$ cat config.mk
export PLATFORM = sky130hd
export DESIGN_NAME = pedestrian_crossing_controller_flat
export DESIGN_NICKNAME = d
export VERILOG_FILES = /design/src/rtl/core/pcc_pkg.sv /design/src/rtl/core/pcc_if.sv /design/src/rtl/core/pcc_cfg_regs.sv /design/src/rtl/core/pedestrian_crossing_controller.sv /design/src/flat_wrapper.sv
export SDC_FILE = /design/constraint.sdc
export NUM_CORES = 1
export LEC_CHECK = 0
export ABC_AREA = 1
export BUFFER_PORTS_ARGS = -buffer_cell sky130_fd_sc_hd__buf_2
export CORE_MARGIN = 2
export CORE_UTILIZATION = 60
export CTS_CLUSTER_DIAMETER = 60
export DETAILED_ROUTE_END_ITERATION = 12
export PLACE_DENSITY = 0.78
export SLEW_MARGIN = 40
export SYNTH_ARGS = -nofsm -noshare
export SYNTH_HDL_FRONTEND = slang
export SYNTH_SLANG_ARGS = --single-unit
$ cat constraint.sdc
create_clock -name clk -period 11.4 [get_ports clk]
set_input_delay 0.57 -clock clk [delete_from_list [all_inputs] [get_ports clk]]
set_output_delay 0.57 -clock clk [all_outputs]
set_load 0.05 [all_outputs]
$ cat src/rtl/core/pcc_pkg.sv
package pcc_pkg;

  // timer and register geometry
  localparam int PCC_TIMER_WIDTH = 16;
  localparam int CFG_DATA_W      = 16;
  localparam int CFG_IDX_W       = 3;
  localparam int BLINK_W         = 6;
  localparam int PHASE_W         = 4;

  // register indexes
  localparam logic [CFG_IDX_W-1:0] REG_REACT      = 3'd0;
  localparam logic [CFG_IDX_W-1:0] REG_AMBER      = 3'd1;
  localparam logic [CFG_IDX_W-1:0] REG_RED_BEFORE = 3'd2;
  localparam logic [CFG_IDX_W-1:0] REG_STEADY     = 3'd3;
  localparam logic [CFG_IDX_W-1:0] REG_BLINK_CNT  = 3'd4;
  localparam logic [CFG_IDX_W-1:0] REG_BLINK_HALF = 3'd5;
  localparam logic [CFG_IDX_W-1:0] REG_RED_AFTER  = 3'd6;
  localparam logic [CFG_IDX_W-1:0] REG_IGNORE     = 3'd7;

  // register reset values in ticks
  localparam logic [CFG_DATA_W-1:0] RST_REACT      = 16'd15;
  localparam logic [CFG_DATA_W-1:0] RST_AMBER      = 16'd40;
  localparam logic [CFG_DATA_W-1:0] RST_RED_BEFORE = 16'd20;
  localparam logic [CFG_DATA_W-1:0] RST_STEADY     = 16'd150;
  localparam logic [BLINK_W-1:0]    RST_BLINK_CNT  = 6'd6;
  localparam logic [CFG_DATA_W-1:0] RST_BLINK_HALF = 16'd8;
  localparam logic [CFG_DATA_W-1:0] RST_RED_AFTER  = 16'd50;
  localparam logic [CFG_DATA_W-1:0] RST_IGNORE     = 16'd50;

  // phase codes
  localparam logic [PHASE_W-1:0] PH_IDLE       = 4'd0;
  localparam logic [PHASE_W-1:0] PH_REACT      = 4'd1;
  localparam logic [PHASE_W-1:0] PH_AMBER      = 4'd2;
  localparam logic [PHASE_W-1:0] PH_RED_BEFORE = 4'd3;
  localparam logic [PHASE_W-1:0] PH_STEADY     = 4'd4;
  localparam logic [PHASE_W-1:0] PH_BLINK_OFF  = 4'd5;
  localparam logic [PHASE_W-1:0] PH_BLINK_ON   = 4'd6;
  localparam logic [PHASE_W-1:0] PH_RED_AFTER  = 4'd7;
  localparam logic [PHASE_W-1:0] PH_IGNORE     = 4'd8;

  typedef struct packed {
    logic [CFG_DATA_W-1:0] react;
    logic [CFG_DATA_W-1:0] amber;
    logic [CFG_DATA_W-1:0] red_before;
    logic [CFG_DATA_W-1:0] steady;
    logic [BLINK_W-1:0]    blink_count;
    logic [CFG_DATA_W-1:0] blink_half;
    logic [CFG_DATA_W-1:0] red_after;
    logic [CFG_DATA_W-1:0] ignore_len;
  } cfg_regs_t;

  typedef struct packed {
    logic car_green;
    logic car_amber;
    logic car_red;
    logic walk_green;
    logic walk_red;
  } lamps_t;

  // lamp pattern shown during a phase
  function automatic lamps_t pcc_lamps(input logic [PHASE_W-1:0] ph);
    lamps_t l;
    l = '0;
    case (ph)
      PH_AMBER: begin
        l.car_amber = 1'b1;
        l.walk_red  = 1'b1;
      end
      PH_RED_BEFORE, PH_RED_AFTER: begin
        l.car_red  = 1'b1;
        l.walk_red = 1'b1;
      end
      PH_STEADY, PH_BLINK_ON: begin
        l.car_red    = 1'b1;
        l.walk_green = 1'b1;
      end
      PH_BLINK_OFF: begin
        l.car_red = 1'b1;
      end
      default: begin
        l.car_green = 1'b1;
        l.walk_red  = 1'b1;
      end
    endcase
    return l;
  endfunction

endpackage

$ cat src/rtl/core/pcc_if.sv
// tick word channel
interface pcc_in_if;
  logic valid;
  logic ready;
  logic button_pressed;

  modport source (output valid, output button_pressed, input ready);
  modport sink (input valid, input button_pressed, output ready);
endinterface

// lamp word channel
interface pcc_out_if;
  logic       valid;
  logic       ready;
  logic       car_green;
  logic       car_amber;
  logic       car_red;
  logic       walk_green;
  logic       walk_red;
  logic [3:0] phase;

  modport source (output valid, output car_green, output car_amber, output car_red,
                  output walk_green, output walk_red, output phase, input ready);
  modport sink (input valid, input car_green, input car_amber, input car_red,
                input walk_green, input walk_red, input phase, output ready);
endinterface

$ cat src/rtl/core/pcc_cfg_regs.sv
module pcc_cfg_regs
  import pcc_pkg::*;
(
  input  logic                  clk,
  input  logic                  rst_n,
  input  logic                  cfg_we,
  input  logic [CFG_IDX_W-1:0]  cfg_index,
  input  logic [CFG_DATA_W-1:0] cfg_wdata,
  output cfg_regs_t             regs
);

  cfg_regs_t regs_r;
  cfg_regs_t regs_nxt;

  // decode write, unused high bits dropped
  always_comb begin
    regs_nxt = regs_r;
    if (cfg_we) begin
      case (cfg_index)
        REG_REACT:      regs_nxt.react       = cfg_wdata;
        REG_AMBER:      regs_nxt.amber       = cfg_wdata;
        REG_RED_BEFORE: regs_nxt.red_before  = cfg_wdata;
        REG_STEADY:     regs_nxt.steady      = cfg_wdata;
        REG_BLINK_CNT:  regs_nxt.blink_count = cfg_wdata[BLINK_W-1:0];
        REG_BLINK_HALF: regs_nxt.blink_half  = cfg_wdata;
        REG_RED_AFTER:  regs_nxt.red_after   = cfg_wdata;
        REG_IGNORE:     regs_nxt.ignore_len  = cfg_wdata;
        default:        regs_nxt = regs_r;
      endcase
    end
  end

  always_ff @(posedge clk) begin
    if (!rst_n) begin
      regs_r.react       <= RST_REACT;
      regs_r.amber       <= RST_AMBER;
      regs_r.red_before  <= RST_RED_BEFORE;
      regs_r.steady      <= RST_STEADY;
      regs_r.blink_count <= RST_BLINK_CNT;
      regs_r.blink_half  <= RST_BLINK_HALF;
      regs_r.red_after   <= RST_RED_AFTER;
      regs_r.ignore_len  <= RST_IGNORE;
    end else begin
      regs_r <= regs_nxt;
    end
  end

  assign regs = regs_r;

endmodule

$ cat src/rtl/core/pedestrian_crossing_controller.sv
// Pedestrian crossing controller.
// in_ch carries one word per 100 ms tick with the sampled push button level.
// out_ch returns exactly one word per tick word: the five lamps and the phase
// code shown during that tick. A press seen in idle makes that same tick the
// first tick of the first phase with a nonzero count.
// Output: the lamp word is valid the cycle after its tick word is accepted.
// Rate: one tick word per cycle unless stalled; the phase, tick and blink
// counters are updated by one compare and increment per word, and the output
// register frees in_ch.ready whenever it is empty or drained in the same cycle.
// Stall: while out_ch.ready is low with a word pending, in_ch.ready is low and
// the sequence holds; no tick is lost or counted twice.
// Configuration: cfg_we writes cfg_wdata into the register named by cfg_index;
// phase counts are read live, a zero count skips its phase, and counts above
// the timer range saturate. Write only while no tick word is outstanding.
// Reset (rst_n low, synchronous): phase idle, counters zero, registers back
// to their defaults, output word empty.
module pedestrian_crossing_controller
  import pcc_pkg::*;
#(
  parameter int TIMER_WIDTH = PCC_TIMER_WIDTH
) (
  input  logic                  clk,
  input  logic                  rst_n,
  pcc_in_if.sink                in_ch,
  pcc_out_if.source             out_ch,
  input  logic                  cfg_we,
  input  logic [CFG_IDX_W-1:0]  cfg_index,
  input  logic [CFG_DATA_W-1:0] cfg_wdata
);

  localparam int LW = (TIMER_WIDTH > CFG_DATA_W) ? TIMER_WIDTH : CFG_DATA_W;
  localparam logic [TIMER_WIDTH-1:0] TMAX = {TIMER_WIDTH{1'b1}};

  cfg_regs_t regs;

  logic [PHASE_W-1:0]     phase_r, phase_nxt;
  logic [TIMER_WIDTH-1:0] tick_r, tick_nxt;
  logic [BLINK_W-1:0]     blinks_r, blinks_nxt;
  logic                   out_valid_r, out_valid_nxt;
  lamps_t                 lamps_r, lamps_nxt;
  logic [PHASE_W-1:0]     out_phase_r;

  logic                   in_acc;
  logic [PHASE_W-1:0]     ph_cur, p_eff, p_after;
  logic [TIMER_WIDTH-1:0] tick_base, tick_inc;
  logic [BLINK_W-1:0]     blinks_base, blinks_inc;
  logic [TIMER_WIDTH-1:0] len_react, len_amber, len_red_before, len_steady;
  logic [TIMER_WIDTH-1:0] len_blink, len_red_after, len_ignore, len_cur;
  logic [8:1]             nz;
  logic                   phase_end;

  pcc_cfg_regs u_cfg (
    .clk       (clk),
    .rst_n     (rst_n),
    .cfg_we    (cfg_we),
    .cfg_index (cfg_index),
    .cfg_wdata (cfg_wdata),
    .regs      (regs)
  );

  // clamp a register count to the timer range
  function automatic logic [TIMER_WIDTH-1:0] sat_len(input logic [CFG_DATA_W-1:0] v);
    logic [LW-1:0] ext;
    ext = LW'(v);
    if (ext > LW'(TMAX)) return TMAX;
    return ext[TIMER_WIDTH-1:0];
  endfunction

  // first phase at or after start with a nonzero count, idle if none
  function automatic logic [PHASE_W-1:0] first_from(input logic [PHASE_W-1:0] start,
                                                    input logic [8:1] nzv);
    logic [PHASE_W-1:0] res;
    logic               found;
    res   = PH_IDLE;
    found = 1'b0;
    for (int q = 1; q <= 8; q++) begin
      if (!found && PHASE_W'(q) >= start && nzv[q]) begin
        res   = PHASE_W'(q);
        found = 1'b1;
      end
    end
    return res;
  endfunction

  // live phase lengths
  assign len_react      = sat_len(regs.react);
  assign len_amber      = sat_len(regs.amber);
  assign len_red_before = sat_len(regs.red_before);
  assign len_steady     = sat_len(regs.steady);
  assign len_blink      = (regs.blink_count == '0) ? '0 : sat_len(regs.blink_half);
  assign len_red_after  = sat_len(regs.red_after);
  assign len_ignore     = sat_len(regs.ignore_len);

  assign nz = {len_ignore != '0, len_red_after != '0, len_blink != '0, len_blink != '0,
               len_steady != '0, len_red_before != '0, len_amber != '0, len_react != '0};

  // handshake: output register parts the two sides
  assign in_ch.ready = !out_valid_r || out_ch.ready;
  assign in_acc      = in_ch.valid && in_ch.ready;

  // phase shown this tick, a press in idle starts the sequence
  always_comb begin
    ph_cur      = (phase_r > PH_IGNORE) ? PH_IDLE : phase_r;
    p_eff       = ph_cur;
    tick_base   = tick_r;
    blinks_base = blinks_r;
    if (ph_cur == PH_IDLE && in_ch.button_pressed) begin
      p_eff     = first_from(PH_REACT, nz);
      tick_base = '0;
      if (p_eff == PH_BLINK_OFF) blinks_base = '0;
    end
  end

  always_comb begin
    case (p_eff)
      PH_REACT:                  len_cur = len_react;
      PH_AMBER:                  len_cur = len_amber;
      PH_RED_BEFORE:             len_cur = len_red_before;
      PH_STEADY:                 len_cur = len_steady;
      PH_BLINK_OFF, PH_BLINK_ON: len_cur = len_blink;
      PH_RED_AFTER:              len_cur = len_red_after;
      PH_IGNORE:                 len_cur = len_ignore;
      default:                   len_cur = '0;
    endcase
  end

  assign tick_inc   = tick_base + 1'b1;
  assign blinks_inc = blinks_base + 1'b1;
  assign phase_end  = (tick_inc == '0) || (tick_inc >= len_cur);
  assign p_after    = first_from(p_eff + 1'b1, nz);

  // next phase, tick and blink counters
  always_comb begin
    phase_nxt  = p_eff;
    tick_nxt   = tick_base;
    blinks_nxt = blinks_base;
    if (p_eff != PH_IDLE) begin
      if (!phase_end) begin
        tick_nxt = tick_inc;
      end else if (p_eff == PH_BLINK_ON) begin
        tick_nxt   = '0;
        blinks_nxt = blinks_inc;
        if (blinks_inc != '0 && blinks_inc < regs.blink_count && nz[5]) begin
          phase_nxt = PH_BLINK_OFF;
        end else begin
          phase_nxt = first_from(PH_RED_AFTER, nz);
        end
      end else begin
        tick_nxt  = '0;
        phase_nxt = p_after;
        if (p_after == PH_BLINK_OFF) blinks_nxt = '0;
      end
    end
  end

  assign lamps_nxt     = pcc_lamps(p_eff);
  assign out_valid_nxt = in_acc || (out_valid_r && !out_ch.ready);

  // sequence state advances only on an accepted tick
  always_ff @(posedge clk) begin
    if (!rst_n) begin
      phase_r     <= PH_IDLE;
      tick_r      <= '0;
      blinks_r    <= '0;
      out_valid_r <= 1'b0;
    end else begin
      out_valid_r <= out_valid_nxt;
      if (in_acc) begin
        phase_r  <= phase_nxt;
        tick_r   <= tick_nxt;
        blinks_r <= blinks_nxt;
      end
    end
  end

  // output word register
  always_ff @(posedge clk) begin
    if (in_acc) begin
      lamps_r     <= lamps_nxt;
      out_phase_r <= p_eff;
    end
  end

  assign out_ch.valid      = out_valid_r;
  assign out_ch.car_green  = lamps_r.car_green;
  assign out_ch.car_amber  = lamps_r.car_amber;
  assign out_ch.car_red    = lamps_r.car_red;
  assign out_ch.walk_green = lamps_r.walk_green;
  assign out_ch.walk_red   = lamps_r.walk_red;
  assign out_ch.phase      = out_phase_r;

  // idle without a press stays idle
  a_idle_holds: assert property (@(posedge clk) disable iff (!rst_n)
    (in_acc && phase_r == PH_IDLE && !in_ch.button_pressed) |=> phase_r == PH_IDLE)
    else $error("idle left without a press");

  // sequence state frozen while no tick is taken
  a_state_frozen: assert property (@(posedge clk) disable iff (!rst_n)
    !in_acc |=> ($stable(phase_r) && $stable(tick_r) && $stable(blinks_r)))
    else $error("sequence state moved without a tick word");

  // cars and walkers never both get green
  a_no_conflict: assert property (@(posedge clk) disable iff (!rst_n)
    out_valid_r |-> !(lamps_r.car_green && lamps_r.walk_green))
    else $error("car green and walk green together");

  // blink on follows blink off, or idle when every earlier phase is skipped
  a_blink_order: assert property (@(posedge clk) disable iff (!rst_n)
    (phase_r == PH_BLINK_ON && $past(phase_r) != PH_BLINK_ON)
      |-> ($past(phase_r) == PH_BLINK_OFF || $past(phase_r) == PH_IDLE))
    else $error("blink on entered out of order");

  // in_ch.ready is high whenever the output register is free
  a_ready_free: assert property (@(posedge clk) disable iff (!rst_n)
    !out_valid_r |-> in_ch.ready)
    else $error("input stalled with empty output register");

endmodule

$ cat src/flat_wrapper.sv
// flat-port wrapper written by rule: the top's interface ports become plain ports
module pedestrian_crossing_controller_flat import pcc_pkg::*;
#(
  parameter int TIMER_WIDTH = PCC_TIMER_WIDTH
)
  (clk, rst_n, cfg_we, cfg_index, cfg_wdata, in_ch_valid, in_ch_button_pressed, in_ch_ready, out_ch_valid, out_ch_car_green, out_ch_car_amber, out_ch_car_red, out_ch_walk_green, out_ch_walk_red, out_ch_phase, out_ch_ready);
  pcc_in_if in_ch_i ();
  pcc_out_if out_ch_i ();
  input  logic clk;
  input  logic rst_n;
  input  logic cfg_we;
  input  logic [CFG_IDX_W-1:0] cfg_index;
  input  logic [CFG_DATA_W-1:0] cfg_wdata;
  input wire logic [$bits(in_ch_i.valid)-1:0] in_ch_valid;
  input wire logic [$bits(in_ch_i.button_pressed)-1:0] in_ch_button_pressed;
  output wire logic [$bits(in_ch_i.ready)-1:0] in_ch_ready;
  output wire logic [$bits(out_ch_i.valid)-1:0] out_ch_valid;
  output wire logic [$bits(out_ch_i.car_green)-1:0] out_ch_car_green;
  output wire logic [$bits(out_ch_i.car_amber)-1:0] out_ch_car_amber;
  output wire logic [$bits(out_ch_i.car_red)-1:0] out_ch_car_red;
  output wire logic [$bits(out_ch_i.walk_green)-1:0] out_ch_walk_green;
  output wire logic [$bits(out_ch_i.walk_red)-1:0] out_ch_walk_red;
  output wire logic [$bits(out_ch_i.phase)-1:0] out_ch_phase;
  input wire logic [$bits(out_ch_i.ready)-1:0] out_ch_ready;
  assign in_ch_i.valid = in_ch_valid;
  assign in_ch_i.button_pressed = in_ch_button_pressed;
  assign in_ch_ready = in_ch_i.ready;
  assign out_ch_valid = out_ch_i.valid;
  assign out_ch_car_green = out_ch_i.car_green;
  assign out_ch_car_amber = out_ch_i.car_amber;
  assign out_ch_car_red = out_ch_i.car_red;
  assign out_ch_walk_green = out_ch_i.walk_green;
  assign out_ch_walk_red = out_ch_i.walk_red;
  assign out_ch_phase = out_ch_i.phase;
  assign out_ch_i.ready = out_ch_ready;
  pedestrian_crossing_controller #(.TIMER_WIDTH(TIMER_WIDTH)) u_core (.clk(clk), .rst_n(rst_n), .in_ch(in_ch_i), .out_ch(out_ch_i), .cfg_we(cfg_we), .cfg_index(cfg_index), .cfg_wdata(cfg_wdata));
endmodule
==> flow_summary.toml, run 1 <==
[floorplan]
die_width_um = 124.0
core_um2 = 13990
pin_count = 36
die_h_um = 124.0
start_util = 0.6174
fp-row-count = 43
dieArea_um2 = 15370

[timing]
fin_hold_ws_ns = 0.3983
max-slew-margin-rel = 0.4111
finalClockSkew_ns = 0.009708
tightest_slew_ns = 0.8833
layout_setup_ws_ns = 5.344
final_hold_viol_count = 0
max_freq_mhz = 165.1
period_share = 0.5312
fin_tns_setup_ns = 0
period_minus_slack_ns = 6.056
drv_slew = 0
rsz0062_at_grt = "false"
setup_viol_count_final = 0

[placed_design]
io_buffers = 35
routabilityCongestion = 0.9686
pre_cts_ws_ns = 5.556
place_area_um2 = 8867
place_hpwl_um = 17320

[cells_and_area]
layout-drive-gt1-share = 0.1301
num-fill-cells = 1237
nets = 1293
seq_area_um2 = 3173
area_delta_synth_final_pct = 9.126
antenna-diode-count = 0
fin_area_um2 = 9425
multi_input_area_um2 = 4808

[route]
dr_total_vias = 8478
wl_um = 25070
drt-pass1-iter-count = 7
vias_per_cell = 5.916
drc = 0
dr.first_iter.drc_count = 1082
wire_per_inst_um = 17.50
ant_nets = 0

[pwr]
seq_power_share = 0.314
ir_worst_vdd_mv = 0.1442
netSwitchingPower_w = 0.0008317
p_comb_frac = 0.408
p_leak_nw = 4.207
swShare = 0.4211
p_int_w = 0.001144
clockPowerShare = 0.278
powerDensity_nw_per_um2 = 209.6

[yosys]
syn_area_per_cell_um2 = 7.011
syn_inst = 1232
syn-cell-area_um2 = 8637
synth_enable_flop_cells = 9
seq_area_frac_synth = 0.3674
yosys-top-cells-area = "dfxtp_1 (34%), nor2_1 (11%), nand2_1 (8.9%), o21ai_0 (7.3%), a21oi_1 (4.1%)"
syn_nets = 1285
yosys-top-cells-count = "nor2_1 (254), nand2_1 (205), dfxtp_1 (145)"
synth-main-ff-cell = "dfxtp_1"
yosysTopAreaCell = "dfxtp_1"
synth_top_area_frac = 0.3361
synth.ff_latch_count = 154
synth.most_common_cell = "nor2_1"
async_flop_share = 0
ys_types = 57
ys_warn_count = 0

[cts]
cts.hold.buffers_added = 0
cts_max_path_buffers = 2
cts_tree = "built"
post_cts_buffers = 0
post_cts_resized = 0
cts.reportedPaths.clkPinSlew_ns = 0.06
worstSkewPairLatency_ns = 0.43
cts.sinks = 154
cts_buffers = 17
cts_root_buffer = "clkbuf_16"
h-tree-depth = 4

[global_route]
overflow = 0
grt_pass1_vias = 7583
grt_first_pass_wirelength_um = 39710
track_usage = 0.3386
antenna_found_initial = 0
grt_max_degree = 80

[run_status]
outcome = "finished clean"

[worst_setup_path]
critPathMaxFanout = 24
start_kind = "flop"
worstSetupPathType = "flop to flop"
crit_arrival_ns = 6.43
critPathTopFamily = "simple AND/OR/NAND/NOR gates"
cp.required_ns = 11.77
cp_common_cell = "nand2_1"
end_kind = "flop"
cpPeakStageDelay_ns = 0.69
slowest_stage = "nor2_2"
path_buf_inv = 5

[flow_run]
drv_cap = 0

[worst_hold_path]
hp-class = "primary input to flop"
worst paths after layout:
path / from / to / slack (ns) / cells past startpoint
setup / recovery: u_core.u_cfg.regs[49] / u_core.tick_r[7] / 5.34 / 40
hold / removal: in_ch_valid / u_core.out_ch.valid / 0.40 / 3
setup reg to reg: u_core.u_cfg.regs[49] / u_core.tick_r[7] / 5.34 / 40
hold reg to reg: u_core.u_cfg.regs[54] / u_core.u_cfg.regs[54] / 0.47 / 2
power groups by stage:
stage	Combinational (W)	Sequential, W	Clock (W)
6_report	0.000806	0.000621	0.000548
3_3_place_gp	0.000768	0.000631	0
5_1_grt	0.000888	0.000625	0.000572
4_1_cts	0.000791	0.000620	0.000549
2_1_floorplan	0.000595	0.000656	0
3_5_place_dp	0.000782	0.000632	0
per-layer routing:
| layer | wire length (µm) | global-route usage |
|---|---|---|
| met1 | 10930 | 0.4611 |
| met2 | 11430 | 0.5381 |
| met3 | 1900 | 0.06136 |
| met4 | 815 | 0.1264 |
| met5 | 0 | 0 |
metrics by stage:
stage,instances,power (W),utilization
2_1_floorplan,1232,0.001251,-
3_3_place_gp,1401,0.001399,0.6333
3_5_place_dp,1401,0.001414,0.6339
4_1_cts,1433,0.001960,0.6738
5_1_grt,1433,0.002085,0.6738
6_report,1433,0.001975,0.6738
final cells by class:
class	instances	area share
clock buffer	20	0.04739
sequential	154	0.3367
clock inverter	12	0.01181
tap	180	0.02389
inverter	108	0.04407
multi-input combinational	915	0.5102
timing repair buffer	44	0.02602
tightest hold or removal path, stage by stage:
cell and delay [ns]:
buf_2 0.11, inv_1 0.04, a21oi_1 0.05
cells in the final DEF, fill, tap and decap left out, types with 11 or more instances in the layout:
cell / synthesis / final
nor2_2: 9 / 11
a21oi_1: 71 / 71
nor2_1: 254 / 252
buf_2: 9 / 34
clkbuf_16: 0 / 17
nand2_2: 13 / 14
a22oi_1: 13 / 13
inv_1: 92 / 91
dfxtp_1: 145 / 145
o21ai_0: 126 / 126
nand3_1: 61 / 61
nand4_1: 19 / 19
nand2_1: 205 / 204
ha_1: 28 / 28
flip-flops by register name (all words and copies together), names as in the netlist:
signal	count
u_core.blinks_r	6
u_core.out_ch.car_amber	1
u_core.out_ch.valid	1
u_core.u_cfg.regs	118
u_core.phase_r	4
u_core.out_ch.walk_green	1
u_core.out_ch.walk_red	1
u_core.out_ch.car_green	1
u_core.out_ch.phase	4
u_core.tick_r	16
u_core.out_ch.car_red	1
cells by family after synthesis:
family                   share of synthesized area
AO/OA/AOI/OAI                               0.1843
adder cells (fa/ha/maj)                    0.04056
flip-flops                                  0.3674
buffers and inverters                      0.07692
XOR/XNOR                                   0.01202
AND/OR/NAND/NOR                             0.3188
No activity file was read; power rests on OpenSTA's default activity.
==> run 2: changes to the inputs <==
ABC_AREA = 0   (was 1)
clock period = 5.8 ns   (was 11.4 ns; I/O delays follow)
==> flow_summary.toml, run 2 <==
[run_status]
outcome = "finished clean"

[yosys]
synth.most_common_cell = "nand2_1"
syn-cell-area_um2 = 8356
synth_enable_flop_cells = 9
async_flop_share = 0
ys_warn_count = 0
synth.ff_latch_count = 154
synth-main-ff-cell = "dfxtp_1"
synth_top_area_frac = 0.3474
yosysTopAreaCell = "dfxtp_1"
syn_nets = 1148
syn_area_per_cell_um2 = 7.631
yosys-top-cells-count = "nand2_1 (303), dfxtp_1 (145), a21oi_1 (127)"
syn_inst = 1095
yosys-top-cells-area = "dfxtp_1 (35%), nand2_1 (14%), a21oi_1 (7.6%), ha_1 (4.2%), edfxtp_1 (3.2%)"
seq_area_frac_synth = 0.3798
ys_types = 76

[cts]
worstSkewPairLatency_ns = 0.44
cts_root_buffer = "clkbuf_16"
cts_tree = "built"
cts.hold.buffers_added = 0
h-tree-depth = 4
cts_buffers = 17
cts.sinks = 154
cts_max_path_buffers = 2
cts.reportedPaths.clkPinSlew_ns = 0.06

[timing]
finalClockSkew_ns = 0.01544
period_minus_slack_ns = 5.665
setup_viol_count_final = 0
layout_setup_ws_ns = 0.1349
tightest_slew_ns = 0.8453
max-slew-margin-rel = 0.4348
max_freq_mhz = 176.5
drv_slew = 0
fin_hold_ws_ns = 0.1095
final_hold_viol_count = 0
period_share = 0.9767

[global_route]
grt_pass1_vias = 7639
overflow = 0
grt_max_degree = 113
track_usage = 0.3434
antenna_found_initial = 0
grt_first_pass_wirelength_um = 39850

[worst_setup_path]
path_buf_inv = 5
cp.required_ns = 6.11
cp_common_cell = "buf_4"
critPathTopFamily = "simple AND/OR/NAND/NOR gates"
cpPeakStageDelay_ns = 0.58
slowest_stage = "or4_1"
end_kind = "flop"
reg2regPathDepth = 25
start_kind = "flop"
reg2reg_slack_ns = 0.13
r2r-start = "u_core.u_cfg.regs[109]"
worstSetupPathType = "flop to flop"
rr_endpoint = "u_core.blinks_r[5]"
critPathMaxFanout = 7
timing.critical_path.from = "u_core.u_cfg.regs[109]"
crit_arrival_ns = 5.97

[placed_design]
io_buffers = 35
place_hpwl_um = 17830
place_area_um2 = 8965
routabilityCongestion = 1.021
pre_cts_ws_ns = -0.2758

[worst_hold_path]
min_to = "u_core.out_ch.valid"
hp-class = "primary input to flop"
hold_depth = 3
min-delay-start = "in_ch_valid"

[route]
vias_per_cell = 6.442
wl_um = 26060
dr.first_iter.drc_count = 1194
ant_nets = 0
dr_total_vias = 8736
wire_per_inst_um = 19.22
drt-pass1-iter-count = 6
drc = 0

[cells_and_area]
final_common_cell = "nand2_1"
num-fill-cells = 1117
mostFrequentLayoutCells = "nand2_1 (303), dfxtp_1 (144), a21oi_1 (125), buf_4 (73), nor2_1 (59)"
antenna-diode-count = 0
largest_reg_flops = 118
area_delta_synth_final_pct = 18.36
seq_area_um2 = 3174
fin_area_um2 = 9889
layout-drive-gt1-share = 0.1777
nets = 1217
multi_input_area_um2 = 4966

[floorplan]
die_h_um = 122.0
core_um2 = 13720
dieArea_um2 = 14890
fp-row-count = 43
start_util = 0.6090
pin_count = 36
die_width_um = 122.0

[flow_run]
drv_cap = 0

[pwr]
powerDensity_nw_per_um2 = 288.2
p_leak_nw = 3.788
ir_worst_vdd_mv = 0.2143
[run 2: cell types whose count changed after synthesis, moves of 11 or more]
cell | before | now
a221oi_1 | 6 | 17
xnor2_1 | 0 | 16
nor4_1 | 8 | 34
nor2_1 | 254 | 65
a222oi_1 | 0 | 16
o21ai_0 | 126 | 25
nand2_1 | 205 | 303
nand2_2 | 13 | 0
inv_1 | 92 | 21
a22o_1 | 1 | 16
clkbuf_1 | 40 | 51
nand3_1 | 61 | 42
a21oi_1 | 71 | 127
[run 2: how the worst max path moves through the flow]
| stage | to | slack (ns) | cells past startpoint |
|---|---|---|---|
| 6_report | u_core.blinks_r[5] | 0.13 | 25 |
| 5_1_grt | u_core.tick_r[11] | -0.24 | 28 |
| 4_1_cts | u_core.tick_r[6] | 0.01 | 24 |
| 3_5_place_dp | u_core.tick_r[4] | -0.28 | 25 |
| 3_3_place_gp | u_core.tick_r[3] | -0.08 | 25 |
| 2_1_floorplan | u_core.tick_r[6] | 0.05 | 24 |
[run 2: per-layer routing]
| metal | up-vias | routed length, µm | GRT usage |
|---|---|---|---|
| met5 | - | 0 | 0 |
| met4 | 0 | 1072 | 0.1631 |
| met3 | 97 | 2289 | 0.06367 |
| met2 | 533 | 12150 | 0.5433 |
| met1 | 4030 | 10550 | 0.4531 |
| li1 | 4076 | - | - |
[run 2: stage by stage]
step                cells  setup TNS [ns]  utilization  total power, W
floorplan            1095               0            -        0.001478
global placement     1307         -0.2845       0.6517        0.001664
detailed placement   1307          -2.299       0.6534        0.001672
CTS                  1338               0       0.6987        0.002795
global route         1356          -2.079       0.7208        0.002938
finish               1356               0       0.7208        0.002850
[run 2: power by group]
| group | internal [W] | total [W] | switching (W) | leakage (nW) |
|---|---|---|---|---|
| sequential | 0.00110 | 0.00113 | 0.0000283 | 1.26 |
| clock | 0.000676 | 0.00114 | 0.000466 | 0.279 |
| combinational | 0.000227 | 0.000577 | 0.000351 | 2.25 |
[run 2: layout make-up]
class | count | share of cell area
Clock buffer | 17 | 0.04302
Clock inverter | 14 | 0.01733
Inverter | 22 | 0.008477
Multi-Input combinational cell | 853 | 0.5022
Sequential cell | 154 | 0.3210
Tap cell | 180 | 0.02277
Timing Repair Buffer | 116 | 0.08527
[run 2: worst register-to-register path: cells and delay by family, from the launching register on]
kind,cells,cell delay (ns)
and+or+nand+nor,8,2.01
DFF,1,0.33
buffers and inverters,5,1.02
AOI/OAI and AO/OA,10,1.77
adders and majority gates,2,0.40
[run 2: timing repair]
action | 4_1_cts | 5_1_grt
setup buffers | 0 | 15
gates resized for setup | 5 | 35
pin swaps | 0 | 21
gates cloned | 0 | 2
endpoints found under the setup margin | 15 | 24
[run 2: cells by family after synthesis]
family,after synthesis,share of synthesized area
buffers and inverters,88,0.04867
adders and majority gates,29,0.04313
and+or+nand+nor,521,0.2808
AOI/OAI and AO/OA,279,0.2207
muxes,5,0.006140
xor gates and xnor gates,19,0.02081
DFF,154,0.3798
==> run 3: changes to the inputs <==
BUFFER_PORTS_ARGS = default   (was -buffer_cell sky130_fd_sc_hd__buf_2)
DONT_BUFFER_PORTS = 1   (was default)
PLACE_DENSITY = 0.76   (was 0.78)
TNS_END_PERCENT = 100   (was default)
==> flow_summary.toml, run 3 (same netlist as run 2, synthesis figures left out) <==
[floorplan]
pin_count = 36
fp-row-count = 43
core_um2 = 13720
die_h_um = 122.0
start_util = 0.6090
die_width_um = 122.0
dieArea_um2 = 14890

[cts]
cts_root_buffer = "clkbuf_16"
cts.reportedPaths.clkPinSlew_ns = 0.07
cts_max_path_buffers = 2
cts_tree = "built"
h-tree-depth = 4
worstSkewPairLatency_ns = 0.45
cts.sinks = 154
cts_buffers = 17

[timing]
max_freq_mhz = 175.7
tightest_slew_ns = 0.7919
final_hold_viol_count = 0
max-slew-margin-rel = 0.4715
setup_viol_count_final = 0
period_minus_slack_ns = 5.691
drv_slew = 0
finalClockSkew_ns = 0.01684
period_share = 0.9811
fin_hold_ws_ns = 0.004475

[worst_setup_path]
worstSetupPathType = "flop to flop"
critPathMaxFanout = 15
cp.required_ns = 6.17
crit_arrival_ns = 6.06
r2r-start = "u_core.u_cfg.regs[42]"
timing.critical_path.from = "u_core.u_cfg.regs[42]"
end_kind = "flop"
start_kind = "flop"

[placed_design]
io_buffers = 0
place_hpwl_um = 18170
routabilityCongestion = 0.9751

[cells_and_area]
layout-drive-gt1-share = 0.1390
largest_reg_flops = 118
multi_input_area_um2 = 5030
seq_area_um2 = 3176
final_common_cell = "nand2_1"
area_delta_synth_final_pct = 17.39
nets = 1177
mostFrequentLayoutCells = "nand2_1 (303), dfxtp_1 (143), a21oi_1 (125), nor2_1 (58), buf_4 (52)"
antenna-diode-count = 0
num-fill-cells = 1114
post-route-util = 0.7149

[worst_hold_path]
hp-class = "primary input to flop"
min-delay-start = "cfg_wdata[2]"

[route]
drc = 0
vias_per_cell = 6.507
dr_total_vias = 8570
dr.first_iter.drc_count = 1302
wire_per_inst_um = 20.60
drt-pass1-iter-count = 12
wl_um = 27130
ant_nets = 0

[pwr]
p_comb_frac = 0.182
netSwitchingPower_w = 0.0008771
powerDensity_nw_per_um2 = 293.9
seq_power_share = 0.402
ir_worst_vdd_mv = 0.2915
power_w = 0.002883
swShare = 0.3042
p_leak_nw = 3.681
clockPowerShare = 0.416
p_int_w = 0.002006

[global_route]
grt_pass1_vias = 7713
grt_first_pass_wirelength_um = 41760
grt_max_degree = 94
overflow = 0
antenna_found_initial = 0
track_usage = 0.3655

[run_status]
outcome = "finished clean"

[flow_run]
drv_cap = 0
-- run 3: cell count changes in the layout (fill, tap and decap cells not counted), moves of 2 or more --
cell,delta
inv_8,+3
nor4_1,-4
clkinvlp_4,-4
buf_4,-21
a221oi_2,+4
inv_4,-2
nor4_4,+5
buf_2,-36
dlygate4sd3_1,+19
inv_6,+3
a221oi_1,-3
-- run 3: final cells by class --
class                           instances  share of cell area
Clock buffer                           17             0.04337
Clock inverter                         15             0.02092
Inverter                               22            0.008547
Multi-Input combinational cell        853              0.5128
Sequential cell                       154              0.3238
Tap cell                              180             0.02296
Timing Repair Buffer                   76             0.06761
-- run 3: metal layers --
metal | global-route usage | vias up | part of all wire
li1 | - | 3999 | -
met5 | 0 | - | 0
met3 | 0.07022 | 87 | 0.086
met4 | 0.1753 | 0 | 0.040
met1 | 0.4766 | 3980 | 0.41
met2 | 0.5821 | 504 | 0.46
-- run 3: through the flow --
step | cells | instance area, µm² | setup TNS [ns] | setup slack [ns]
5_1_grt | 1317 | 9808 | -0.1597 | -0.07131
6_report | 1317 | 9808 | 0 | 0.1094
3_5_place_dp | 1261 | 8702 | -1.431 | -0.2147
2_1_floorplan | 1095 | 8367 | 0 | 0.05060
4_1_cts | 1315 | 9632 | 0 | 0.002477
3_3_place_gp | 1261 | 8683 | -0.4664 | -0.1036
-- run 3: final timing paths --
check                           to  slack [ns]  cells after the start
min          u_core.u_cfg.regs[50]       0.004                      2
max               u_core.tick_r[3]        0.11                     23
min reg2reg  u_core.u_cfg.regs[14]        0.47                      2
max reg2reg       u_core.tick_r[3]        0.11                     23
-- run 3: power by group through the flow --
stage	combinational (W)	sequential [W]	clock (W)
finish	0.000526	0.00116	0.00120
global route	0.000564	0.00116	0.00125
CTS	0.000491	0.00115	0.00120
detailed placement	0.000449	0.00118	0
global placement	0.000442	0.00118	0
floorplan	0.000310	0.00117	0
-- run 3: repair_timing --
action                                 CTS  global route
endpoints found under the hold margin  121             0
resized for setup                       14            32
hold buffers                            20             0
setup endpoints to repair               21            26
pin swaps                                4            15
buffers inserted                         2             2
-- run 3: worst max-delay path: stages (launching register included) --
cell,delay [ns]
dfxtp_1,0.35
nor4_1,0.47
buf_4,0.21
nand4_1,0.17
a21oi_1,0.31
a21o_1,0.23
inv_2,0.08
ha_2,0.22
nor2b_1,0.18
buf_12,0.18
a222oi_1,0.43
nand2_1,0.12
a221oi_2,0.25
ha_1,0.30
a21o_1,0.19
a2111oi_2,0.35
o211ai_1,0.16
a221oi_2,0.28
buf_4,0.15
o41ai_4,0.08
nor3_2,0.24
nand3_2,0.14
or3_2,0.43
o21ai_1,0.08
